[src/sv/rhp_pkg.sv]
`timescale 1ns / 1ps
// ----------------------------------------------------------------------------
// rhp_pkg
// Shared widths, constants and the item record carried along the divider row.
// ----------------------------------------------------------------------------
package rhp_pkg;

	localparam int CHAN_W  = 8;
	localparam int HUE_W   = 13;
	localparam int SAT_W   = 8;
	localparam int REM_W   = 21;
	localparam int NUM_W   = 22;
	localparam int N_CELLS = HUE_W;

	localparam int HUE_SECTOR = 960;
	localparam int HUE_TURN   = 5760;
	localparam int SAT_SCALE  = 255;

	typedef struct packed {
		logic [REM_W-1:0]  hue_rem;
		logic [REM_W-1:0]  sat_rem;
		logic [CHAN_W-1:0] div;
		logic [CHAN_W-1:0] brightness;
		logic [HUE_W-1:0]  hue_q;
		logic [HUE_W-1:0]  sat_q;
		logic              achromatic;
	} rhp_item_t;

endpackage

[src/sv/rgb_to_hsv_pixel_top.sv]
`timescale 1ns / 1ps
// each accepted pixel passes the front stage and then the 13 divider cells before its result appears
// one pixel per clock while m_tready does not hold the row back; each cell settles one hue and one saturation bit
// the 13-cell restoring divider row sets the latency
// every stage has its own handshake, so bubbles close up under backpressure
// reset clears all stage valid flags; payload registers are not reset
// ----------------------------------------------------------------------------
// rgb_to_hsv_pixel_top
// Pixel stream RGB to HSV converter: hue in 1/16 degree, saturation, value.
// ----------------------------------------------------------------------------
module rgb_to_hsv_pixel_top (
	input  logic        clk,
	input  logic        arst_n,
	input  logic        s_tvalid,
	output logic        s_tready,
	input  logic [23:0] s_tdata,  // red[7:0], green[15:8], blue[23:16]
	output logic        m_tvalid,
	input  logic        m_tready,
	output logic [31:0] m_tdata   // hue[12:0], saturation[20:13], brightness[28:21],
	                              // achromatic[29], zero[31:30]
);
	import rhp_pkg::*;

	logic      valid [N_CELLS+1];
	logic      ready [N_CELLS+1];
	rhp_item_t item  [N_CELLS+1];
	rhp_item_t last_item;
	logic [HUE_W-1:0] hue;
	logic [SAT_W-1:0] saturation;

	rhp_front u_front (
		.clk       (clk),
		.arst_n    (arst_n),
		.in_valid  (s_tvalid),
		.in_ready  (s_tready),
		.red       (s_tdata[7:0]),
		.green     (s_tdata[15:8]),
		.blue      (s_tdata[23:16]),
		.out_valid (valid[0]),
		.out_ready (ready[0]),
		.out_item  (item[0])
	);

	for (genvar i = 0; i < N_CELLS; i++) begin : g_cell
		rhp_div_cell #(
			.SHIFT (N_CELLS - 1 - i)
		) u_cell (
			.clk       (clk),
			.arst_n    (arst_n),
			.in_valid  (valid[i]),
			.in_ready  (ready[i]),
			.in_item   (item[i]),
			.out_valid (valid[i+1]),
			.out_ready (ready[i+1]),
			.out_item  (item[i+1])
		);
	end

	assign last_item        = item[N_CELLS];
	assign ready[N_CELLS]   = m_tready;
	assign m_tvalid         = valid[N_CELLS];
	assign hue              = last_item.achromatic ? '0 : last_item.hue_q;
	assign saturation       = last_item.achromatic ? '0 : last_item.sat_q[SAT_W-1:0];
	assign m_tdata          = {2'b00, last_item.achromatic, last_item.brightness,
	                           saturation, hue};

	a_hue_range: assert property (@(posedge clk) disable iff (!arst_n)
		m_tvalid && !last_item.achromatic |-> hue < HUE_W'(HUE_TURN))
		else $error("hue out of range");

	a_sat_nonzero: assert property (@(posedge clk) disable iff (!arst_n)
		m_tvalid && !last_item.achromatic |-> saturation != '0)
		else $error("chromatic pixel with zero saturation");

	a_hue_rem: assert property (@(posedge clk) disable iff (!arst_n)
		m_tvalid && !last_item.achromatic |->
			last_item.hue_rem < REM_W'(last_item.div))
		else $error("hue remainder not below divisor");

	a_sat_rem: assert property (@(posedge clk) disable iff (!arst_n)
		m_tvalid && !last_item.achromatic |->
			last_item.sat_rem < REM_W'(last_item.brightness))
		else $error("saturation remainder not below divisor");

endmodule

[src/sv/rhp_front.sv]
`timescale 1ns / 1ps
// ----------------------------------------------------------------------------
// rhp_front
// Finds max, min and sector of a pixel and forms the hue and saturation
// dividends for the divider row.
// ----------------------------------------------------------------------------
module rhp_front (
	input  logic                              clk,
	input  logic                              arst_n,
	input  logic                              in_valid,
	output logic                              in_ready,
	input  logic [rhp_pkg::CHAN_W-1:0]        red,
	input  logic [rhp_pkg::CHAN_W-1:0]        green,
	input  logic [rhp_pkg::CHAN_W-1:0]        blue,
	output logic                              out_valid,
	input  logic                              out_ready,
	output rhp_pkg::rhp_item_t                out_item
);
	import rhp_pkg::*;

	typedef enum logic [1:0] {
		SECT_RED,
		SECT_GREEN,
		SECT_BLUE
	} sector_t;

	localparam logic signed [NUM_W-1:0] SectorK = NUM_W'(HUE_SECTOR);
	localparam logic signed [NUM_W-1:0] TurnK   = NUM_W'(HUE_TURN);

	logic [CHAN_W-1:0]        hi;
	logic [CHAN_W-1:0]        lo;
	logic [CHAN_W-1:0]        d;
	sector_t                  sector;
	logic signed [NUM_W-1:0]  r_s;
	logic signed [NUM_W-1:0]  g_s;
	logic signed [NUM_W-1:0]  b_s;
	logic signed [NUM_W-1:0]  d_s;
	logic signed [NUM_W-1:0]  base;
	logic signed [NUM_W-1:0]  diff;
	logic signed [NUM_W-1:0]  num;
	logic signed [NUM_W-1:0]  num_wrap;
	rhp_item_t                item_d;
	rhp_item_t                item_s1;
	logic                     valid_s1;

	always_comb begin
		priority if (red >= green && red >= blue) begin
			sector = SECT_RED;
			hi     = red;
		end else if (green >= blue) begin
			sector = SECT_GREEN;
			hi     = green;
		end else begin
			sector = SECT_BLUE;
			hi     = blue;
		end
		lo = (red < green) ? red : green;
		lo = (lo < blue) ? lo : blue;
		d  = hi - lo;

		r_s = signed'(NUM_W'(red));
		g_s = signed'(NUM_W'(green));
		b_s = signed'(NUM_W'(blue));
		d_s = signed'(NUM_W'(d));

		unique case (sector)
			SECT_RED: begin
				base = '0;
				diff = g_s - b_s;
			end
			SECT_GREEN: begin
				base = NUM_W'(2) * SectorK * d_s;
				diff = b_s - r_s;
			end
			SECT_BLUE: begin
				base = NUM_W'(4) * SectorK * d_s;
				diff = r_s - g_s;
			end
			default: begin
				base = '0;
				diff = '0;
			end
		endcase

		num      = base + SectorK * diff;
		num_wrap = num[NUM_W-1] ? (num + TurnK * d_s) : num;

		item_d.hue_rem    = REM_W'(num_wrap);
		item_d.sat_rem    = REM_W'(d) * REM_W'(SAT_SCALE);
		item_d.div        = d;
		item_d.brightness = hi;
		item_d.hue_q      = '0;
		item_d.sat_q      = '0;
		item_d.achromatic = (d == '0);
	end

	assign in_ready = !valid_s1 || out_ready;

	always_ff @(posedge clk or negedge arst_n) begin
		if (!arst_n) begin
			valid_s1 <= 1'b0;
		end else if (in_ready) begin
			valid_s1 <= in_valid;
		end
	end

	always_ff @(posedge clk) begin
		if (in_valid && in_ready) begin
			item_s1 <= item_d;
		end
	end

	assign out_valid = valid_s1;
	assign out_item  = item_s1;

endmodule

[src/sv/rhp_div_cell.sv]
`timescale 1ns / 1ps
// ----------------------------------------------------------------------------
// rhp_div_cell
// One restoring division step for both hue and saturation: settles one
// quotient bit of each and passes the request to the next cell.
// ----------------------------------------------------------------------------
module rhp_div_cell #(
	parameter int SHIFT = 0
) (
	input  logic               clk,
	input  logic               arst_n,
	input  logic               in_valid,
	output logic               in_ready,
	input  rhp_pkg::rhp_item_t in_item,
	output logic               out_valid,
	input  logic               out_ready,
	output rhp_pkg::rhp_item_t out_item
);
	import rhp_pkg::*;

	logic [REM_W-1:0] hue_trial;
	logic [REM_W-1:0] sat_trial;
	rhp_item_t        item_d;
	rhp_item_t        item_q;
	logic             valid_q;

	always_comb begin
		item_d    = in_item;
		hue_trial = REM_W'(in_item.div) << SHIFT;
		sat_trial = REM_W'(in_item.brightness) << SHIFT;
		if (in_item.hue_rem >= hue_trial) begin
			item_d.hue_rem      = in_item.hue_rem - hue_trial;
			item_d.hue_q[SHIFT] = 1'b1;
		end
		if (in_item.sat_rem >= sat_trial) begin
			item_d.sat_rem      = in_item.sat_rem - sat_trial;
			item_d.sat_q[SHIFT] = 1'b1;
		end
	end

	assign in_ready = !valid_q || out_ready;

	always_ff @(posedge clk or negedge arst_n) begin
		if (!arst_n) begin
			valid_q <= 1'b0;
		end else if (in_ready) begin
			valid_q <= in_valid;
		end
	end

	always_ff @(posedge clk) begin
		if (in_valid && in_ready) begin
			item_q <= item_d;
		end
	end

	assign out_valid = valid_q;
	assign out_item  = item_q;

endmodule
[config.mk]
export PLATFORM = sky130hd
export DESIGN_NAME = rgb_to_hsv_pixel_top
export DESIGN_NICKNAME = d
export VERILOG_FILES = /design/src/sv/rhp_pkg.sv /design/src/sv/rgb_to_hsv_pixel_top.sv /design/src/sv/rhp_front.sv /design/src/sv/rhp_div_cell.sv
export SDC_FILE = /design/constraint.sdc
export NUM_CORES = 2
export LEC_CHECK = 0
export BUFFER_PORTS_ARGS = -buffer_cell sky130_fd_sc_hd__buf_2
export CORE_ASPECT_RATIO = 2
export CORE_UTILIZATION = 37
export CTS_BUF_LIST = sky130_fd_sc_hd__clkbuf_8 sky130_fd_sc_hd__clkbuf_16
export CTS_CLUSTER_DIAMETER = 30
export DETAILED_ROUTE_END_ITERATION = 12
export PLACE_DENSITY = 0.61
export RECOVER_POWER = 50
export SYNTH_ARGS = -nofsm -noshare
export SYNTH_HDL_FRONTEND = slang
export SYNTH_SLANG_ARGS = --single-unit
[constraint.sdc]
create_clock -name clk -period 9.8 [get_ports clk]
set_input_delay 1.47 -clock clk [delete_from_list [all_inputs] [get_ports clk]]
set_output_delay 1.47 -clock clk [all_outputs]
set_load 0.02 [all_outputs]
Word-level counts from Yosys, hierarchy flattened
Index checks and enable logic that the tools add are counted.

Add/subtract/negate cells: 30. Multiply operators: 5. Order comparisons: 31. Equal/unequal tests: 2. Multiplexer cells: 35. Reduce and logical (&&, ||, !) cells: 45.

Operator list (count): $mux W21 (24); $pmux W22 S3 (1); $pmux W22 S2 (1); $ge A21 B10 Y1 (2); $ge A21 B11 Y1 (2); $ge A21 B12 Y1 (2); $ge A21 B13 Y1 (2); $ge A21 B14 Y1 (2); $ge A21 B15 Y1 (2); $ge A21 B16 Y1 (2); $ge A21 B17 Y1 (2); $ge A21 B18 Y1 (2); $ge A21 B19 Y1 (2); $ge A21 B8 Y1 (2); $ge A21 B9 Y1 (2); $sub A21 B10 Y21 (2); $sub A21 B11 Y21 (2); $sub A21 B12 Y21 (2); $sub A21 B13 Y21 (2); $sub A21 B14 Y21 (2); $sub A21 B15 Y21 (2); $sub A21 B16 Y21 (2); $sub A21 B17 Y21 (2); $sub A21 B18 Y21 (2); other kinds (27) (80).

Flip-flop bits (word level): 912. Output and inout bits: 34. Word-level logic and storage cells: 270.

Depth between registers and ports, before layout
Depth after elaboration: 16. Mapped depth: 50. Gate-level depth less buffers: 48.

Cells and area by module
A second synthesis with hierarchy kept.

Cells, all modules: 4699. Area, all modules: 60720.7 µm².

By module, submodules not included: rhp_front (instances 1, cells an instance 1030, area an instance 9206.3 µm²); rhp_div_cell (g_cell[12].u_cell) (instances 1, cells an instance 315, area an instance 4169.0 µm²); rhp_div_cell (g_cell[11].u_cell) (instances 1, cells an instance 313, area an instance 4116.4 µm²); rhp_div_cell (g_cell[9].u_cell) (instances 1, cells an instance 298, area an instance 4052.6 µm²); rhp_div_cell (g_cell[10].u_cell) (instances 1, cells an instance 301, area an instance 4040.1 µm²); rhp_div_cell (g_cell[8].u_cell) (instances 1, cells an instance 301, area an instance 3997.6 µm²); rhp_div_cell (g_cell[7].u_cell) (instances 1, cells an instance 290, area an instance 3972.6 µm²); rhp_div_cell (g_cell[6].u_cell) (instances 1, cells an instance 278, area an instance 3938.8 µm²); rhp_div_cell (g_cell[5].u_cell) (instances 1, cells an instance 276, area an instance 3937.5 µm²); rhp_div_cell (g_cell[3].u_cell) (instances 1, cells an instance 262, area an instance 3856.2 µm²); rhp_div_cell (g_cell[2].u_cell) (instances 1, cells an instance 267, area an instance 3853.7 µm²); rhp_div_cell (g_cell[4].u_cell) (instances 1, cells an instance 258, area an instance 3837.4 µm²); rhp_div_cell (g_cell[1].u_cell) (instances 1, cells an instance 255, area an instance 3836.2 µm²); rhp_div_cell (g_cell[0].u_cell) (instances 1, cells an instance 229, area an instance 3683.5 µm²); rgb_to_hsv_pixel_top (instances 1, cells an instance 26, area an instance 222.7 µm²).

Least setup slack after synthesis
OpenSTA, ideal clock, no wires.

Path type: input-to-reg. Start: in s_tdata[9]. End: reg u_front.item_s1, in the netlist u_front.out_item[84], data pin. Setup time: 0.258 ns. Data arrival time: 10.226 ns. Slack: -0.684 ns. Stages on the path: 48. Buffers on the path: 1. Cells stage by stage: inv_1 > ha_1 > nor2b_1 > o2111ai_1 > nand3_1 > a31oi_1 > clkbuf_1 > nand2_1 > o21ai_0 > ha_1 > a21oi_1 > nor2b_1 > o21ai_0 > o211ai_1 > a21oi_2 > nor2_1 > a21oi_1 > ha_1 > (+12 left out) > o21bai_1 > a21oi_1 > xnor2_1 > nand2_1 > a21oi_1 > ha_1 > nand3_1 > nand2_1 > a41oi_1 > nand2b_1 > a21oi_1 > xnor2_1 > ha_1 > nand2_1 > o41ai_1 > xnor2_1 > nor2_1 > xnor2_1.

RTL lines: from (decl) (RTL line rgb_to_hsv_pixel_top.sv:16) `input logic [23:0] s_tdata,`; to (signal assigned) (RTL line rhp_front.sv:109) `item_s1 <= item_d;`; to (decl) (RTL line rhp_front.sv:43) `rhp_item_t item_s1;`.

==> impl_metrics.py <==
metrics = {
    "placed_design": {
        "placed_cells": 5891,
        "place.gp.congestion": 0.897,
        "dp_hpwl_um": 78900,
        "portBuffers": 59,
    },
    "sta": {
        "report.final.slew_viol_count": 384,
        "slew_headroom_pct": -139,
        "finalClockSkew_ps": 34.3,
        "fin_setup_tns_ps": 0,
        "tightest_slew_ps": 3580,
        "setup-violations-final": 0,
        "finalCritPeriodShare_pct": 96.6,
        "fmax_ghz": 0.106,
        "hold_viol_final": 0,
        "period_needed_ps": 9460,
        "whs_ps": 414,
    },
    "global_routing": {
        "grt-ovfl-total": 0,
        "grt_pass1_wl_um": 153000,
        "antenna_found_initial": 0,
        "grt_max_degree": 71,
        "grt_pass1_vias": 32146,
        "track_usage_pct": 15.3,
    },
    "detailed_routing": {
        "routed_via_density": 4.94,
        "route.detailed.drc": 0,
        "drt-pass1-iter-count": 5,
        "num_vias": 30098,
        "wl_um": 97800,
        "ant_nets": 0,
        "wl_per_cell_um": 16.0,
        "first_iter_violations": 814,
    },
    "logic_synthesis": {
        "synth-edff-count": 822,
        "ys_seq_area_share_pct": 53.7,
        "ys_types": 84,
        "synth_cells": 4003,
        "async_flop_share_pct": 1.67,
        "ys_warn_count": 0,
        "avgSynthCellArea_um2": 11.6,
        "syn_area_um2": 46600,
        "ys_ff_latch": 836,
        "ys_dominant_reg_cell": "edfxtp_1",
    },
    "floorplan": {
        "pin_count": 62,
        "initial_utilization_pct": 37.4,
        "die_width_um": 253,
        "rows": 183,
        "dieHeight_um": 504,
        "core_um2": 125000,
        "die_area_um2": 127000,
    },
    "run_status": {
        "status": "finished, violations left",
        "violations": "max-capacitance violations, max-slew violations",
    },
    "setup_path": {
        "end_kind": "flip-flop",
        "worstSetupPathType": "in -> reg",
        "cp-start-kind": "primary input",
        "required_ps": 10210,
        "critical-path-max-stage-delay_ps": 630,
        "cp_slowest_cell": "fa_2",
        "critPathMaxFanout": 5,
        "cp_data_arrival_time_ps": 9880,
    },
    "clock_tree": {
        "cts_tree": "done",
        "cts_root_buf": "clkbuf_16",
        "cts_sinks": 836,
        "clock_latency_ps": 690,
        "htreeDepth": 3,
        "cts_buffer_depth": 3,
        "cts_buffers": 101,
        "clkSlewWorstSetupHoldPaths_ps": 60,
    },
    "finish": {
        "layout.cells.non_filler": 6096,
        "nets": 4819,
        "fin_util_pct": 43.7,
        "synthToLayoutAreaGrowth_pct": 16.9,
        "diodes": 0,
        "final_layout_size_suffix_gt1_share_pct": 12.8,
    },
    "flow_run": {
        "cap_viol_max_count": 8,
    },
    "worst_hold_path": {
        "hold_class": "reg -> reg",
    },
}
timing repair:
action	CTS	global route
hold buffers	0	0
buffers inserted	0	14
setup endpoints to repair	0	14
gates resized for setup	0	59
cells in the mapped netlist (18+ instances only):
cell type  instances  area [um2]
xnor2_1          199        1740
o31ai_1           21         158
edfxtp_1         822       24700
or4_1             22         165
nand2_1          234         878
a21oi_1          226        1130
o21a_1            21         158
inv_1            481        1810
a211oi_1          18         135
nand4_1           38         238
nor2b_1           91         569
ha_1             362        4530
nor4_1            52         325
o21ai_0          215        1080
nand3b_1          20         150
nand2b_1          76         475
fa_1              85        1700
a21o_1           102         766
and2_1            26         163
clkbuf_1          41         154
nor3_1            85         425
xor2_1           132        1160
nand3_1           53         265
or3_1             26         163
nor2_1           282        1060
mux2i_1           32         320
a21boi_0          36         270
final timing paths:
path,startpoint,end,slack [ps],cells after the start
max,s_tdata[11],u_front.out_item[84],340,48
max in group asynchronous,arst_n,g_cell[4].u_cell.out_valid,8370,1
min reg2reg,g_cell[4].u_cell.out_item[26],g_cell[5].u_cell.out_item[26],410,0
min,g_cell[4].u_cell.out_item[26],g_cell[5].u_cell.out_item[26],410,0
min in group asynchronous,arst_n,g_cell[5].u_cell.out_valid,890,1
max reg2reg,g_cell[8].u_cell.out_item[51],g_cell[9].u_cell.out_item[59],5560,10
cell families after synthesis:
| family | count (synthesis) | synth area share (%) |
|---|---|---|
| AND/OR/NAND/NOR | 1067 | 11.6 |
| flip-flops | 836 | 53.7 |
| adder cells (fa/ha/maj) | 448 | 13.4 |
| multiplexers | 45 | 1.00 |
| buffers and inverters | 544 | 4.52 |
| AO/OA/AOI/OAI | 730 | 9.52 |
| XOR/XNOR | 332 | 6.26 |
| other | 1 | 0.00805 |
through the flow:
step,cell area [um2],worst slack (ps)
after floorplan,46700,14.4
after global placement,50500,-589
after detailed placement,50500,-659
after CTS,54200,47.0
after global routing,54500,-94.6
final,54500,338
flip-flops by register name, summed over array words and instances (netlist names):
register / cells
g_cell.u_cell.out_valid: 13
u_front.out_valid: 1
g_cell.u_cell.out_item: 775
u_front.out_item: 47
placed cells by master (no fill, tap or decap), drive strengths merged, types with 32 or more instances in the layout:
cell type,instances
a21boi,37
a21o,102
a21oi,227
buf,278
clkbuf,123
edfxtp,822
fa,85
ha,362
inv,520
mux2i,32
nand2,234
nand2b,76
nand3,53
nand4,38
nor2,283
nor2b,91
nor3,85
nor4,53
o21ai,228
xnor2,200
xor2,132
area by class of cell:
class	count	area, um2
fillers	11494	70100
flip-flops and latches	836	25000
multi-input cells	2625	19800
clock buffers	103	2580
well taps	1665	2080
repair buffers	298	2060
inverters	482	1810
clock inverters	87	1080
worst max-delay path: cells and delay by family:
kind	cells	cell delay, ps
fa+ha+maj	8	3120
compound gates	16	2810
simple gates	10	820
buf+inv	7	710
xor+xnor	5	700
mux	2	230
routing by layer:
layer,vias to the layer above,part of all wire [%],track usage (%)
li1,14954,-,-
met1,14392,27,9.74
met2,448,63,34.7
met3,304,2.3,2.04
met4,0,7.9,11.6
met5,-,0,0
Power is not shown: default switching activity piles up to over one toggle a cycle in this logic, so the estimate is an artifact.
